$ cat config.mk
export PLATFORM = sky130hd
export DESIGN_NAME = sjis_to_glyph_offset
export DESIGN_NICKNAME = d
export VERILOG_FILES = /design/src/hw/rtl/sjtg_pkg.sv /design/src/hw/rtl/sjtg_decode.sv /design/src/hw/rtl/sjtg_mult.sv /design/src/hw/rtl/sjtg_sum.sv /design/src/hw/rtl/sjis_to_glyph_offset.sv
export SDC_FILE = /design/constraint.sdc
export NUM_CORES = 1
export LEC_CHECK = 0
export BUFFER_PORTS_ARGS = -buffer_cell sky130_fd_sc_hd__buf_2
export CAP_MARGIN = 20
export CORE_ASPECT_RATIO = 0.9
export CORE_MARGIN = 2
export CORE_UTILIZATION = 60
export CTS_CLUSTER_DIAMETER = 150
export DETAILED_ROUTE_END_ITERATION = 16
export PLACE_DENSITY = 0.78
export SLEW_MARGIN = 5
export SYNTH_ARGS = -nofsm -noshare
export SYNTH_HDL_FRONTEND = slang
export SYNTH_SLANG_ARGS = --single-unit
$ cat constraint.sdc
create_clock -name clk -period 6.05 [get_ports clk]
set_input_delay 0.605 -clock clk [delete_from_list [all_inputs] [get_ports clk]]
set_output_delay 0.605 -clock clk [all_outputs]
set_load 0.02 [all_outputs]
$ cat src/hw/rtl/sjtg_pkg.sv
package sjtg_pkg;

	// Field widths of one beat
	localparam int unsigned BYTE_W   = 8;
	localparam int unsigned FIRST_W  = 21;
	localparam int unsigned SECOND_W = 15;
	localparam int unsigned USED_W   = 2;
	localparam int unsigned IN_W     = 16;
	localparam int unsigned OUT_W    = 40;

	// Operand widths inside the pipe
	localparam int unsigned DIFF_W  = 16;
	localparam int unsigned SCALE_W = 8;
	localparam int unsigned ROW_W   = 6;
	localparam int unsigned HDIFF_W = 7;
	localparam int unsigned ROWP_W  = 20;

	// Bytes consumed
	localparam logic [USED_W-1:0] USED_ONE = 2'd1;
	localparam logic [USED_W-1:0] USED_TWO = 2'd2;

	// Fixed glyph offsets
	localparam logic [FIRST_W-1:0] FW_SPACE    = 21'h000467;
	localparam logic [FIRST_W-1:0] FW_QUESTION = 21'h000987;

	// One kanji row: 11055 plus one glyph of 165
	localparam logic [13:0] ROW_STEP = 14'd11220;

	// Half-width operands: offset = d * k + base
	typedef struct packed {
		logic [HDIFF_W-1:0]  d;
		logic [SCALE_W-1:0]  k;
		logic [SECOND_W-1:0] base;
	} half_op_t;

	// Stage 1 payload: first = d*k - m*ROW_STEP + add, second = td*tk + tadd
	typedef struct packed {
		logic                full;
		logic [USED_W-1:0]   used;
		logic [DIFF_W-1:0]   d;
		logic [SCALE_W-1:0]  k;
		logic [ROW_W-1:0]    m;
		logic [FIRST_W-1:0]  add;
		logic [HDIFF_W-1:0]  td;
		logic [SCALE_W-1:0]  tk;
		logic [SECOND_W-1:0] tadd;
	} s1_pay_t;

	// Stage 2 payload: products
	typedef struct packed {
		logic                full;
		logic [USED_W-1:0]   used;
		logic [FIRST_W-1:0]  p;
		logic [ROWP_W-1:0]   q;
		logic [FIRST_W-1:0]  add;
		logic [SECOND_W-1:0] tp;
		logic [SECOND_W-1:0] tadd;
	} s2_pay_t;

	// Stage 3 payload: final result
	typedef struct packed {
		logic                full;
		logic [USED_W-1:0]   used;
		logic [FIRST_W-1:0]  first;
		logic [SECOND_W-1:0] second;
	} s3_pay_t;

endpackage

$ cat src/hw/rtl/sjtg_decode.sv
module sjtg_decode (
	input  logic                              clk,
	input  logic                              arst_n,
	input  logic                              en,
	input  logic                              in_valid,
	input  logic [sjtg_pkg::BYTE_W-1:0]       lead,
	input  logic [sjtg_pkg::BYTE_W-1:0]       trail,
	output logic                              valid_s1,
	output sjtg_pkg::s1_pay_t                 pay_s1
);

	function automatic logic is_half(input logic [7:0] b);
		return (b >= 8'h20 && b <= 8'h7E) || (b >= 8'hA1 && b <= 8'hDF);
	endfunction

	// Three linear segments of the half-width table
	function automatic sjtg_pkg::half_op_t half_op(input logic [7:0] b);
		sjtg_pkg::half_op_t r;
		if (b <= 8'h63) begin
			r.d    = 7'(b - 8'h20);
			r.k    = 8'd126;
			r.base = 15'h1346;
		end else if (b <= 8'h7E) begin
			r.d    = 7'(b - 8'h64);
			r.k    = 8'd127;
			r.base = 15'h34BF;
		end else begin
			r.d    = 7'(b - 8'hA1);
			r.k    = 8'd129;
			r.base = 15'h4226;
		end
		return r;
	endfunction

	logic [15:0]        code;
	sjtg_pkg::s1_pay_t  nxt;
	sjtg_pkg::half_op_t lop;
	sjtg_pkg::half_op_t top;

	assign code = {lead, trail};
	assign lop  = half_op(lead);
	assign top  = half_op(trail);

	// Range decode into multiply operands
	always_comb begin
		nxt = '0;
		if (is_half(lead)) begin
			nxt.full = 1'b0;
			nxt.d    = 16'(lop.d);
			nxt.k    = lop.k;
			nxt.add  = 21'(lop.base);
			if (is_half(trail)) begin
				nxt.used = sjtg_pkg::USED_TWO;
				nxt.td   = top.d;
				nxt.tk   = top.k;
				nxt.tadd = top.base;
			end else begin
				nxt.used = sjtg_pkg::USED_ONE;
			end
		end else begin
			nxt.full = 1'b1;
			nxt.used = sjtg_pkg::USED_TWO;
			nxt.add  = sjtg_pkg::FW_SPACE;
			if (code >= 16'h8140 && code <= 16'h83D6) begin
				// symbols, Latin, kana, Greek
				nxt.d = code - 16'h8140;
				nxt.k = 8'd164;
				if (code <= 16'h817E)      nxt.add = 21'(1127);
				else if (code <= 16'h81AC) nxt.add = 21'(963);
				else if (code <= 16'h81BF) nxt.add = 21'(-841);
				else if (code <= 16'h81CE) nxt.add = 21'(-2153);
				else if (code <= 16'h81E8) nxt.add = 21'(-3957);
				else if (code <= 16'h81F7) nxt.add = 21'(-5105);
				else if (code == 16'h81FC) nxt.add = 21'(-5761);
				else if (code <= 16'h8258) nxt.add = 21'(-19209);
				else if (code <= 16'h8279) nxt.add = 21'(-20357);
				else if (code <= 16'h829A) nxt.add = 21'(-21505);
				else if (code <= 16'h82F1) nxt.add = 21'(-22161);
				else if (code <= 16'h837E) nxt.add = 21'(-34953);
				else if (code <= 16'h8396) nxt.add = 21'(-35117);
				else if (code <= 16'h83B6) nxt.add = 21'(-36429);
				else if (code >= 16'h83BF) nxt.add = 21'(-37741);
				else                       nxt.add = '0;
			end else if (code >= 16'h8440 && code <= 16'h84BE) begin
				// Cyrillic and box drawing
				nxt.d = code - 16'h8440;
				nxt.k = 8'd165;
				if (code <= 16'h8460)      nxt.add = 21'(70992);
				else if (code <= 16'h847E) nxt.add = 21'(68517);
				else if (code <= 16'h8491) nxt.add = 21'(68352);
				else if (code >= 16'h849F) nxt.add = 21'(66207);
				else                       nxt.add = '0;
			end else if (code >= 16'h8740 && code <= 16'h879E) begin
				nxt.add = sjtg_pkg::FW_QUESTION;
			end else if (code >= 16'h889F && code <= 16'h88FC) begin
				nxt.d   = code - 16'h889F;
				nxt.k   = 8'd165;
				nxt.add = 21'(87162);
			end else if ((code >= 16'h8940 && code <= 16'h9872) ||
			             (code >= 16'h989F && code <= 16'h9FFC)) begin
				// level-1 and level-2 kanji; trail 0x7F is a hole
				if (trail != 8'h7F) begin
					nxt.d   = code - 16'h889F;
					nxt.k   = 8'd165;
					nxt.m   = 6'(lead - 8'h88);
					nxt.add = (code <= 16'h9872) ? 21'(87162) : 21'(80067);
					if (trail <= 8'h7E)
						nxt.add = nxt.add + 21'(165);
				end
			end else if (code >= 16'hE040 && code <= 16'hEAA4) begin
				if (trail != 8'h7F) begin
					nxt.d   = code - 16'h889F;
					nxt.k   = 8'd165;
					nxt.m   = 6'(lead - 8'hC9);
					nxt.add = (trail <= 8'h7E) ? 21'(-2634348) : 21'(-2634513);
				end
			end
		end
	end

	always_ff @(posedge clk or negedge arst_n) begin
		if (!arst_n) begin
			valid_s1 <= 1'b0;
		end else if (en) begin
			valid_s1 <= in_valid;
		end
	end

	always_ff @(posedge clk) begin
		if (en) begin
			pay_s1 <= nxt;
		end
	end

endmodule

$ cat src/hw/rtl/sjtg_mult.sv
module sjtg_mult (
	input  logic              clk,
	input  logic              arst_n,
	input  logic              en,
	input  logic              valid_s1,
	input  sjtg_pkg::s1_pay_t pay_s1,
	output logic              valid_s2,
	output sjtg_pkg::s2_pay_t pay_s2
);

	logic [23:0] prod;
	logic [19:0] rowp;
	logic [14:0] tprod;

	// Products; the row product uses the constant ROW_STEP
	assign prod  = 24'(pay_s1.d) * 24'(pay_s1.k);
	assign rowp  = 20'(pay_s1.m) * 20'(sjtg_pkg::ROW_STEP);
	assign tprod = 15'(pay_s1.td) * 15'(pay_s1.tk);

	always_ff @(posedge clk or negedge arst_n) begin
		if (!arst_n) begin
			valid_s2 <= 1'b0;
		end else if (en) begin
			valid_s2 <= valid_s1;
		end
	end

	always_ff @(posedge clk) begin
		if (en) begin
			pay_s2.full <= pay_s1.full;
			pay_s2.used <= pay_s1.used;
			pay_s2.p    <= prod[20:0];
			pay_s2.q    <= rowp;
			pay_s2.add  <= pay_s1.add;
			pay_s2.tp   <= tprod;
			pay_s2.tadd <= pay_s1.tadd;
		end
	end

endmodule

$ cat src/hw/rtl/sjtg_sum.sv
module sjtg_sum (
	input  logic              clk,
	input  logic              arst_n,
	input  logic              en,
	input  logic              valid_s2,
	input  sjtg_pkg::s2_pay_t pay_s2,
	output logic              valid_s3,
	output sjtg_pkg::s3_pay_t pay_s3
);

	// Offsets wrap modulo 2^21 and 2^15
	logic [20:0] first;
	logic [14:0] second;

	assign first  = pay_s2.p - 21'(pay_s2.q) + pay_s2.add;
	assign second = pay_s2.tp + pay_s2.tadd;

	always_ff @(posedge clk or negedge arst_n) begin
		if (!arst_n) begin
			valid_s3 <= 1'b0;
		end else if (en) begin
			valid_s3 <= valid_s2;
		end
	end

	always_ff @(posedge clk) begin
		if (en) begin
			pay_s3.full   <= pay_s2.full;
			pay_s3.used   <= pay_s2.used;
			pay_s3.first  <= first;
			pay_s3.second <= second;
		end
	end

endmodule

$ cat src/hw/rtl/sjis_to_glyph_offset.sv
// Shift-JIS byte pair to glyph file offsets.
// Input stream: one beat per lead/trail pair; output stream: one beat per
// input beat, in order, with the glyph offsets and the number of bytes used.
// A half-width lead gives its own offset and, if the trail is half-width
// too, the trail offset with bytes_used 2; otherwise bytes_used 1.
// Any other lead is decoded as a full-width code; codes outside the decoded
// ranges give the full-width space glyph.
// Pipeline: decode, multiply, sum - three register stages.
// A beat passes the decode, multiply and sum registers in order before it
// is offered. Throughput: one beat per cycle while m_axis_tready is high.
// Each stage advances when the next one is empty or moving, so s_axis_tready
// drops only when all three stages hold data and m_axis_tready is low; no
// beat is dropped or repeated during a stall.
// Reset clears all valid bits; the pipe comes up empty and ready.
module sjis_to_glyph_offset (
	input  logic        clk,
	input  logic        arst_n,
	input  logic        s_axis_tvalid,
	output logic        s_axis_tready,
	input  logic [15:0] s_axis_tdata,  // lead_byte[7:0], trail_byte[15:8]
	output logic        m_axis_tvalid,
	input  logic        m_axis_tready,
	output logic [39:0] m_axis_tdata,  // bytes_used[1:0], first_offset[22:2],
	                                   // second_offset[37:23], zero[39:38]
	output logic        m_axis_tuser   // is_full_width[0]
);

	logic              valid_s1;
	logic              valid_s2;
	logic              valid_s3;
	sjtg_pkg::s1_pay_t pay_s1;
	sjtg_pkg::s2_pay_t pay_s2;
	sjtg_pkg::s3_pay_t pay_s3;
	logic              en1;
	logic              en2;
	logic              en3;

	// Stage advance chain
	assign en3 = !valid_s3 || m_axis_tready;
	assign en2 = !valid_s2 || en3;
	assign en1 = !valid_s1 || en2;
	assign s_axis_tready = en1;

	sjtg_decode u_decode (
		.clk      (clk),
		.arst_n   (arst_n),
		.en       (en1),
		.in_valid (s_axis_tvalid),
		.lead     (s_axis_tdata[7:0]),
		.trail    (s_axis_tdata[15:8]),
		.valid_s1 (valid_s1),
		.pay_s1   (pay_s1)
	);

	sjtg_mult u_mult (
		.clk      (clk),
		.arst_n   (arst_n),
		.en       (en2),
		.valid_s1 (valid_s1),
		.pay_s1   (pay_s1),
		.valid_s2 (valid_s2),
		.pay_s2   (pay_s2)
	);

	sjtg_sum u_sum (
		.clk      (clk),
		.arst_n   (arst_n),
		.en       (en3),
		.valid_s2 (valid_s2),
		.pay_s2   (pay_s2),
		.valid_s3 (valid_s3),
		.pay_s3   (pay_s3)
	);

	// Output beat packing
	assign m_axis_tvalid = valid_s3;
	assign m_axis_tuser  = pay_s3.full;
	assign m_axis_tdata  = {2'b00, pay_s3.second, pay_s3.first, pay_s3.used};

endmodule

==> results.json, run 1 <==
{
  "synth.area.top_cells": "edfxtp_1 (31%), fa_1 (16%), ha_1 (12%), inv_1 (6.4%), xnor2_1 (3.8%)",
  "slew_viol_final": 0,
  "period_share_pct": 92.7,
  "rows": 59,
  "drc": 0,
  "cp_max_fo": 16,
  "hold_violations": 0,
  "slowest_delay_ns": 0.66,
  "critical_path_class": "reg -> reg",
  "cts_buffers": 17,
  "dp_hpwl_um": 33700,
  "synth.distinct_cells": 87,
  "die_area_um2": 31000,
  "synth_edf_count": 184,
  "vias": 13700,
  "setup_tns_ns": 0,
  "grt_use_total_pct": 29.3,
  "grt_pass1_vias": 13700,
  "io_pins": 63,
  "overflow": 0,
  "end_kind": "flop",
  "use_met2_pct": 47.7,
  "io_buffers": 60,
  "synthArstFlopShare_pct": 1.60,
  "fin_cells": 2286,
  "seq_area_frac_synth_pct": 31.6,
  "rsz0062_at_grt": "no",
  "area_growth_pct": 7.56,
  "min_from": "s_axis_tvalid",
  "syn-cell-area_um2": 17700,
  "dr.pass1.iters": 6,
  "grt_pass1_wl_um": 71300,
  "crit_buf_inv": 2,
  "slew_headroom_pct": 22.1,
  "cp_slowest_cell": "edfxtp_1",
  "crit_required_ns": 6.23,
  "wl_um": 43700,
  "setup_violations": 0,
  "met1_usage_pct": 41.4,
  "max_cap_viol_count": 0,
  "reg2reg_from": "u_decode.pay_s1[63]$_SDFFCE_PP0P_",
  "cts_resized": 0,
  "root_buffer": "clkbuf_16",
  "whs_endpoint": "u_decode.valid_s1$_DFFE_PN0P_",
  "arrival_ns": 5.79,
  "layout_common_cells": "inv_1 (301), edfxtp_1 (184), ha_1 (168)",
  "die_y_um": 167,
  "worstReg2RegEnd": "u_mult.pay_s2[91]$_DFFE_PP_",
  "rrSetupSlack_ns": 0.44,
  "top_usage_layer": "met2",
  "hold_ws_ns": 0.360,
  "irDropWorstVdd_mv": 0.331,
  "synth_seq_cells": 187,
  "cpMostUsedCell": "fa_1",
  "final_common_cell": "inv_1",
  "cts_tree": "yes",
  "avgViaCountPerCell": 6.00,
  "yosysTopAreaCell": "edfxtp_1",
  "grt_max_degree": 76,
  "drive_gt1_share_pct": 7.25,
  "wl_per_cell_um": 19.1,
  "hold_path_depth": 2,
  "ys_dominant_reg_cell": "edfxtp_1",
  "post_dp_cell_area_um2": 18400,
  "fp.dieW_um": 185,
  "clk_pin_slew_ns": 0.08,
  "postRouteAntennaNets": 0,
  "fmax_mhz": 178,
  "start_util_pct": 61.2,
  "coreArea_um2": 29000,
  "clockBufferDepth": 2,
  "start_kind": "flop",
  "dp.cells": 2253,
  "grtUsageMet3_pct": 4.39,
  "synth.top_cell.area_share_pct": 31.1,
  "clock_skew_ns": 0.0161,
  "status": "finished, final reports clean",
  "crit_path_cell_trace": "and2_1 -> fa_1 -> fa_1 -> fa_1 -> inv_1 -> fa_1 -> inv_1 -> ha_1 -> a2111oi_0 -> o211ai_1 -> nand3b_1 -> a311oi_1 -> o21ai_0 -> a21boi_0 -> o21a_1 -> nor2_1 -> xnor2_1",
  "rr_worst_depth": 17,
  "worst_pin_slew_ns": 1.15,
  "cpLargestDelayFamily": "adder cells",
  "yosysWarningCount": 0,
  "antenna_found_initial": 0,
  "synth_cells": 1830,
  "final_nets": 2206,
  "clock_sinks": 187,
  "worst_hold_path_type": "in -> reg",
  "n_antenna_cell": 0,
  "cts_max_level": 4,
  "fin_crit_ns": 5.61,
  "clock_latency_ns": 0.44,
  "routabilityCongestion": 0.997,
  "leakagePower_nw": 8.74,
  "synth_area_per_cell_um2": 9.70,
  "p_per_area_nw_per_um2": 457,
  "design_area_um2": 19100,
  "drt-initial-drc-count": 1553
}
==> what timing repair did <==
action,CTS,global route
hold endpoints to repair,3,0
hold buffers,1,0
setup buffers,0,0
==> sequential cells by signal, indices dropped and copies added, names as in the netlist <==
signal and cells:
u_mult.pay_s2 83, u_sum.pay_s3 39, u_mult.valid_s2 1, u_sum.valid_s3 1
u_decode.valid_s1 1, u_decode.pay_s1 62
==> Yosys cell counts (7+ instances only) <==
cell type	number
clkbuf_1	34
nand2b_1	18
edfxtp_1	184
nor2_1	117
xnor2_1	76
o221ai_1	7
a211oi_1	15
nand4_1	17
ha_1	168
and3_1	10
o21a_1	16
o2111ai_1	7
nor3_1	38
a21oi_1	93
or3_1	7
o22ai_1	7
a31o_2	7
nor2b_1	18
a21o_1	22
inv_1	301
o21ai_0	84
a22oi_1	7
o211ai_1	17
or2_2	9
nand3_1	38
a31oi_1	16
xor2_1	14
a21boi_0	8
and2_1	53
fa_1	141
nand2_1	142
==> where the power goes <==
part | internal, mW | switching (mW) | total, mW
logic | 2.23 | 3.03 | 5.26
clock network | 0.635 | 0.546 | 1.18
registers | 2.12 | 0.174 | 2.29
==> final cells by class <==
class	count	area [um2]
Tap cell	396	495
Multi-Input combinational cell	1290	10800
Timing Repair Buffer	74	408
Sequential cell	187	5600
Fill cell	2268	9930
Clock buffer	17	425
Inverter	307	1150
Clock inverter	15	209
==> routing by layer <==
| layer | wire length (um) | vias up |
|---|---|---|
| met1 | 18800 | 6585 |
| met5 | 0 | - |
| met4 | 884 | 0 |
| met3 | 3570 | 90 |
| met2 | 20500 | 647 |
| li1 | - | 6398 |
==> worst max path at each step <==
stage / startpoint / end / slack, ns / depth (start not counted)
2_1_floorplan: u_decode.pay_s1[63]$_SDFFCE_PP0P_ / u_mult.pay_s2[91]$_DFFE_PP_ / 1.01 / 19
3_3_place_gp: u_decode.pay_s1[63]$_SDFFCE_PP0P_ / u_mult.pay_s2[91]$_DFFE_PP_ / 0.73 / 17
3_5_place_dp: u_decode.pay_s1[63]$_SDFFCE_PP0P_ / u_mult.pay_s2[91]$_DFFE_PP_ / 0.50 / 17
4_1_cts: u_decode.pay_s1[63]$_SDFFCE_PP0P_ / u_mult.pay_s2[91]$_DFFE_PP_ / 0.43 / 17
5_1_grt: u_decode.pay_s1[63]$_SDFFCE_PP0P_ / u_mult.pay_s2[91]$_DFFE_PP_ / 0.12 / 17
6_report: u_decode.pay_s1[63]$_SDFFCE_PP0P_ / u_mult.pay_s2[91]$_DFFE_PP_ / 0.44 / 17
==> cell families (layout without fill, tap and decap cells) <==
group,count (synthesis),after routing,share of synthesized area [%]
simple gates,507,507,14.2
compound gates,380,380,14.3
buf+inv,354,413,7.64
fa+ha+maj,309,309,27.8
flops,187,187,31.6
xor+xnor,90,90,4.44
mux,2,2,0.127
other cells,1,2,0.0211
==> through the flow <==
step / utilization (%) / setup WS [ns] / total power, mW
final: 65.8 / 0.441 / 8.73
after global routing: 65.8 / 0.123 / 9.53
after CTS: 65.8 / 0.431 / 8.72
after detailed placement: 63.6 / 0.504 / 7.49
after global placement: 63.6 / 0.726 / 7.25
after floorplan: - / 1.01 / 6.37
No activity file was read; power rests on OpenSTA's default activity.
==> run 2, diff against run 1 <==
--- a/config.mk
+++ b/config.mk
@@ -5,6 +5,7 @@
 export SDC_FILE = /design/constraint.sdc
 export NUM_CORES = 1
 export LEC_CHECK = 0
+export ABC_AREA = 1
 export BUFFER_PORTS_ARGS = -buffer_cell sky130_fd_sc_hd__buf_2
 export CAP_MARGIN = 20
 export CORE_ASPECT_RATIO = 0.9
@@ -12,7 +13,7 @@
 export CORE_UTILIZATION = 60
 export CTS_CLUSTER_DIAMETER = 150
 export DETAILED_ROUTE_END_ITERATION = 16
-export PLACE_DENSITY = 0.78
+export PLACE_DENSITY = 0.77
 export SLEW_MARGIN = 5
 export SYNTH_ARGS = -nofsm -noshare
 export SYNTH_HDL_FRONTEND = slang
==> run 2 against run 1 <==
Combinational power is 7.6% lower. Core utilization is 0.44 points lower. Worst hold slack better by 0.0011 ns. Critical path depth is 2 lower. Setup slack better by 0.41 ns. Area after synthesis is 3.4% higher. Die area is 3.3% higher. Global-route usage is 0.27 points higher. Clock power is 7% lower. Routed wire length is 4.4% higher. Register-to-register slack better by 0.41 ns. Sequential cell count stayed put. Critical path type unchanged. Highest routed layer unchanged.
==> results.json, run 2 <==
{
  "rsz0062_at_grt": "no",
  "cp_max_fo": 16,
  "setup_tns_ns": 0,
  "synth_commonest_cells": "nand2_1 (463), inv_1 (427), edfxtp_1 (184)",
  "top_regs": "u_mult.pay_s2 (83), u_decode.pay_s1 (62), u_sum.pay_s3 (39)",
  "synthArstFlopShare_pct": 1.60,
  "die_area_um2": 32000,
  "leakagePower_nw": 10.0,
  "power_mw": 8.25,
  "wl_met1_um": 20900,
  "clock_skew_ns": 0.0102,
  "io_pins": 63,
  "grt_pass1_vias": 14000,
  "clock_latency_ns": 0.44,
  "synthMostInstantiatedCell": "nand2_1",
  "ys_dominant_reg_cell": "edfxtp_1",
  "cpLargestDelayFamily": "adder cells",
  "final_nets": 2507,
  "synth_area_per_cell_um2": 8.63,
  "seq_area_frac_synth_pct": 30.5,
  "crit_path_cell_trace": "nand2_1 -> inv_1 -> fa_1 -> fa_1 -> fa_1 -> inv_1 -> fa_1 -> inv_1 -> ha_1 -> nand4_1 -> o21ai_0 -> a21boi_0 -> o21ai_0 -> a21oi_1 -> xor2_1",
  "drive_gt1_share_pct": 7.95,
  "synth_cells": 2126,
  "max_cap_viol_count": 0,
  "slew_headroom_pct": 32.0,
  "cts_max_level": 4,
  "dr.pass1.iters": 6,
  "n_antenna_cell": 0,
  "avgViaCountPerCell": 5.50,
  "end_kind": "flop",
  "clk_pin_slew_ns": 0.08,
  "area_growth_pct": 6.72,
  "grt_use_total_pct": 29.5,
  "top_register": "u_mult.pay_s2",
  "coreArea_um2": 30000,
  "wl_um": 45700,
  "final_common_cell": "nand2_1",
  "dr_wl_met3_um": 3140,
  "period_share_pct": 85.9,
  "worst_pin_slew_ns": 1.02,
  "layout_common_cells": "nand2_1 (461), inv_1 (426), edfxtp_1 (184)",
  "hold_violations": 0,
  "arrival_ns": 5.39,
  "dp_hpwl_um": 37000,
  "critical_path_class": "reg -> reg",
  "syn-cell-area_um2": 18300,
  "synth.area.top_cells": "edfxtp_1 (30%), fa_1 (15%), ha_1 (11%), nand2_1 (9.5%), inv_1 (8.7%)",
  "setup_violations": 0,
  "fmax_mhz": 192,
  "synth.top_cell.area_share_pct": 30.1,
  "synth_compound_area_share_pct": 8.57,
  "crit_required_ns": 6.24,
  "root_buffer": "clkbuf_16",
  "die_y_um": 170,
  "muxShareOfSynthArea_pct": 0,
  "start_util_pct": 61.2,
  "dr.max_layer_used": "met4",
  "irDropWorstVdd_mv": 0.325,
  "design_area_um2": 19600,
  "wl_per_cell_um": 17.6,
  "synthAdderAreaFrac_pct": 26.9,
  "p_per_area_nw_per_um2": 421,
  "worst_hold_path_type": "in -> reg",
  "grt_pass1_wl_um": 73300,
  "yosysTopAreaCell": "edfxtp_1",
  "postRouteAntennaNets": 0,
  "clockBufferDepth": 2,
  "cp_slowest_cell": "edfxtp_1",
  "wl_met2_um": 20800,
  "hold_ws_ns": 0.361,
  "slowest_delay_ns": 0.69,
  "drt-initial-drc-count": 1311,
  "synth_edf_count": 184,
  "routabilityCongestion": 1.01,
  "synthXorXnorAreaFrac_pct": 5.40,
  "fp.dieW_um": 188,
  "yosys.area_share.simple_pct": 18.3,
  "cts_tree": "yes",
  "synth_top_family_by_area": "adder cells",
  "fin_cells": 2593,
  "start_kind": "flop",
  "synth_seq_cells": 187,
  "rows": 60,
  "dp.cells": 2561,
  "status": "finished, final reports clean",
  "io_buffers": 60,
  "clock_sinks": 187,
  "drc": 0,
  "fin_crit_ns": 5.20,
  "crit_buf_inv": 3,
  "cts_resized": 0,
  "synth.distinct_cells": 58,
  "slew_viol_final": 0,
  "antenna_found_initial": 0,
  "yosysWarningCount": 0,
  "post_dp_cell_area_um2": 19000,
  "overflow": 0,
  "grt_max_degree": 84,
  "cts_buffers": 17,
  "largest_reg_flops": 83,
  "vias": 14300,
  "cpMostUsedCell": "fa_1"
}
-- run 2: changes by cell type after synthesis, sizes merged, moves of 19 or more --
cell and change:
nand3 +45, inv +146, nand2 +338, xor2 +75, nor2 +19, clkbuf -25, xnor2 -52, and2 -53
-- run 2: repair_timing --
action	4_1_cts	5_1_grt
hold buffers	1	0
hold endpoints to repair	3	0
setup buffers	0	0
-- run 2: stage by stage --
step / utilization, % / setup WS, ns
5_1_grt: 65.3 / 0.508
4_1_cts: 65.3 / 0.872
3_3_place_gp: 63.4 / 1.08
2_1_floorplan: - / 1.21
3_5_place_dp: 63.4 / 0.943
6_report: 65.3 / 0.852
-- run 2: worst paths after layout --
kind / from / to / slack [ns] / cells after the start
max: u_decode.pay_s1[63]$_SDFFCE_PP0P_ / u_mult.pay_s2[90]$_DFFE_PP_ / 0.85 / 15
min: s_axis_tvalid / u_decode.valid_s1$_DFFE_PN0P_ / 0.36 / 3
max reg2reg: u_decode.pay_s1[63]$_SDFFCE_PP0P_ / u_mult.pay_s2[90]$_DFFE_PP_ / 0.85 / 15
min reg2reg: u_decode.pay_s1[32]$_SDFFCE_PN1P_ / u_mult.pay_s2[32]$_DFFE_PP_ / 0.42 / 0
max in group asynchronous: arst_n / u_mult.valid_s2$_DFFE_PN0P_ / 5.46 / 2
min in group asynchronous: arst_n / u_sum.valid_s3$_DFFE_PN0P_ / 0.49 / 2
-- run 2: layer usage --
layer	global-route usage (%)	vias to the layer above
li1	-	6884
met1	41.0	6758
met2	49.1	542
met3	4.81	66
met4	7.03	0
met5	0	-
-- run 2: worst register-to-register path, stage by stage (launching register included) --
cell and delay, ns:
edfxtp_1 0.69, nand2_1 0.14, inv_1 0.26, fa_1 0.51, fa_1 0.53, fa_1 0.55
inv_1 0.06, fa_1 0.52, inv_1 0.04, ha_1 0.37, nand4_1 0.11, o21ai_0 0.35
a21boi_0 0.22, o21ai_0 0.31, a21oi_1 0.13, xor2_1 0.16
-- run 2: cells by family after synthesis --
logic type                 count (synthesis)
other                                      1
DFF                                      187
xor gates and xnor gates                 113
AOI/OAI and AO/OA                        270
adders and majority gates                309
buffers and inverters                    482
and+or+nand+nor                          764
-- run 2: power breakdown --
group | switching, mW | internal, mW
Combinational | 3.02 | 1.84
Clock | 0.516 | 0.584
Sequential | 0.180 | 2.11
-- run 2: final cells by class --
cell class,count,area [um2]
sequential,187,5600
clock buffer,18,429
multi-input combinational,1458,10900
tap,403,504
inverter,451,1700
fill,2455,10400
clock inverter,13,153
timing repair buffer,63,325
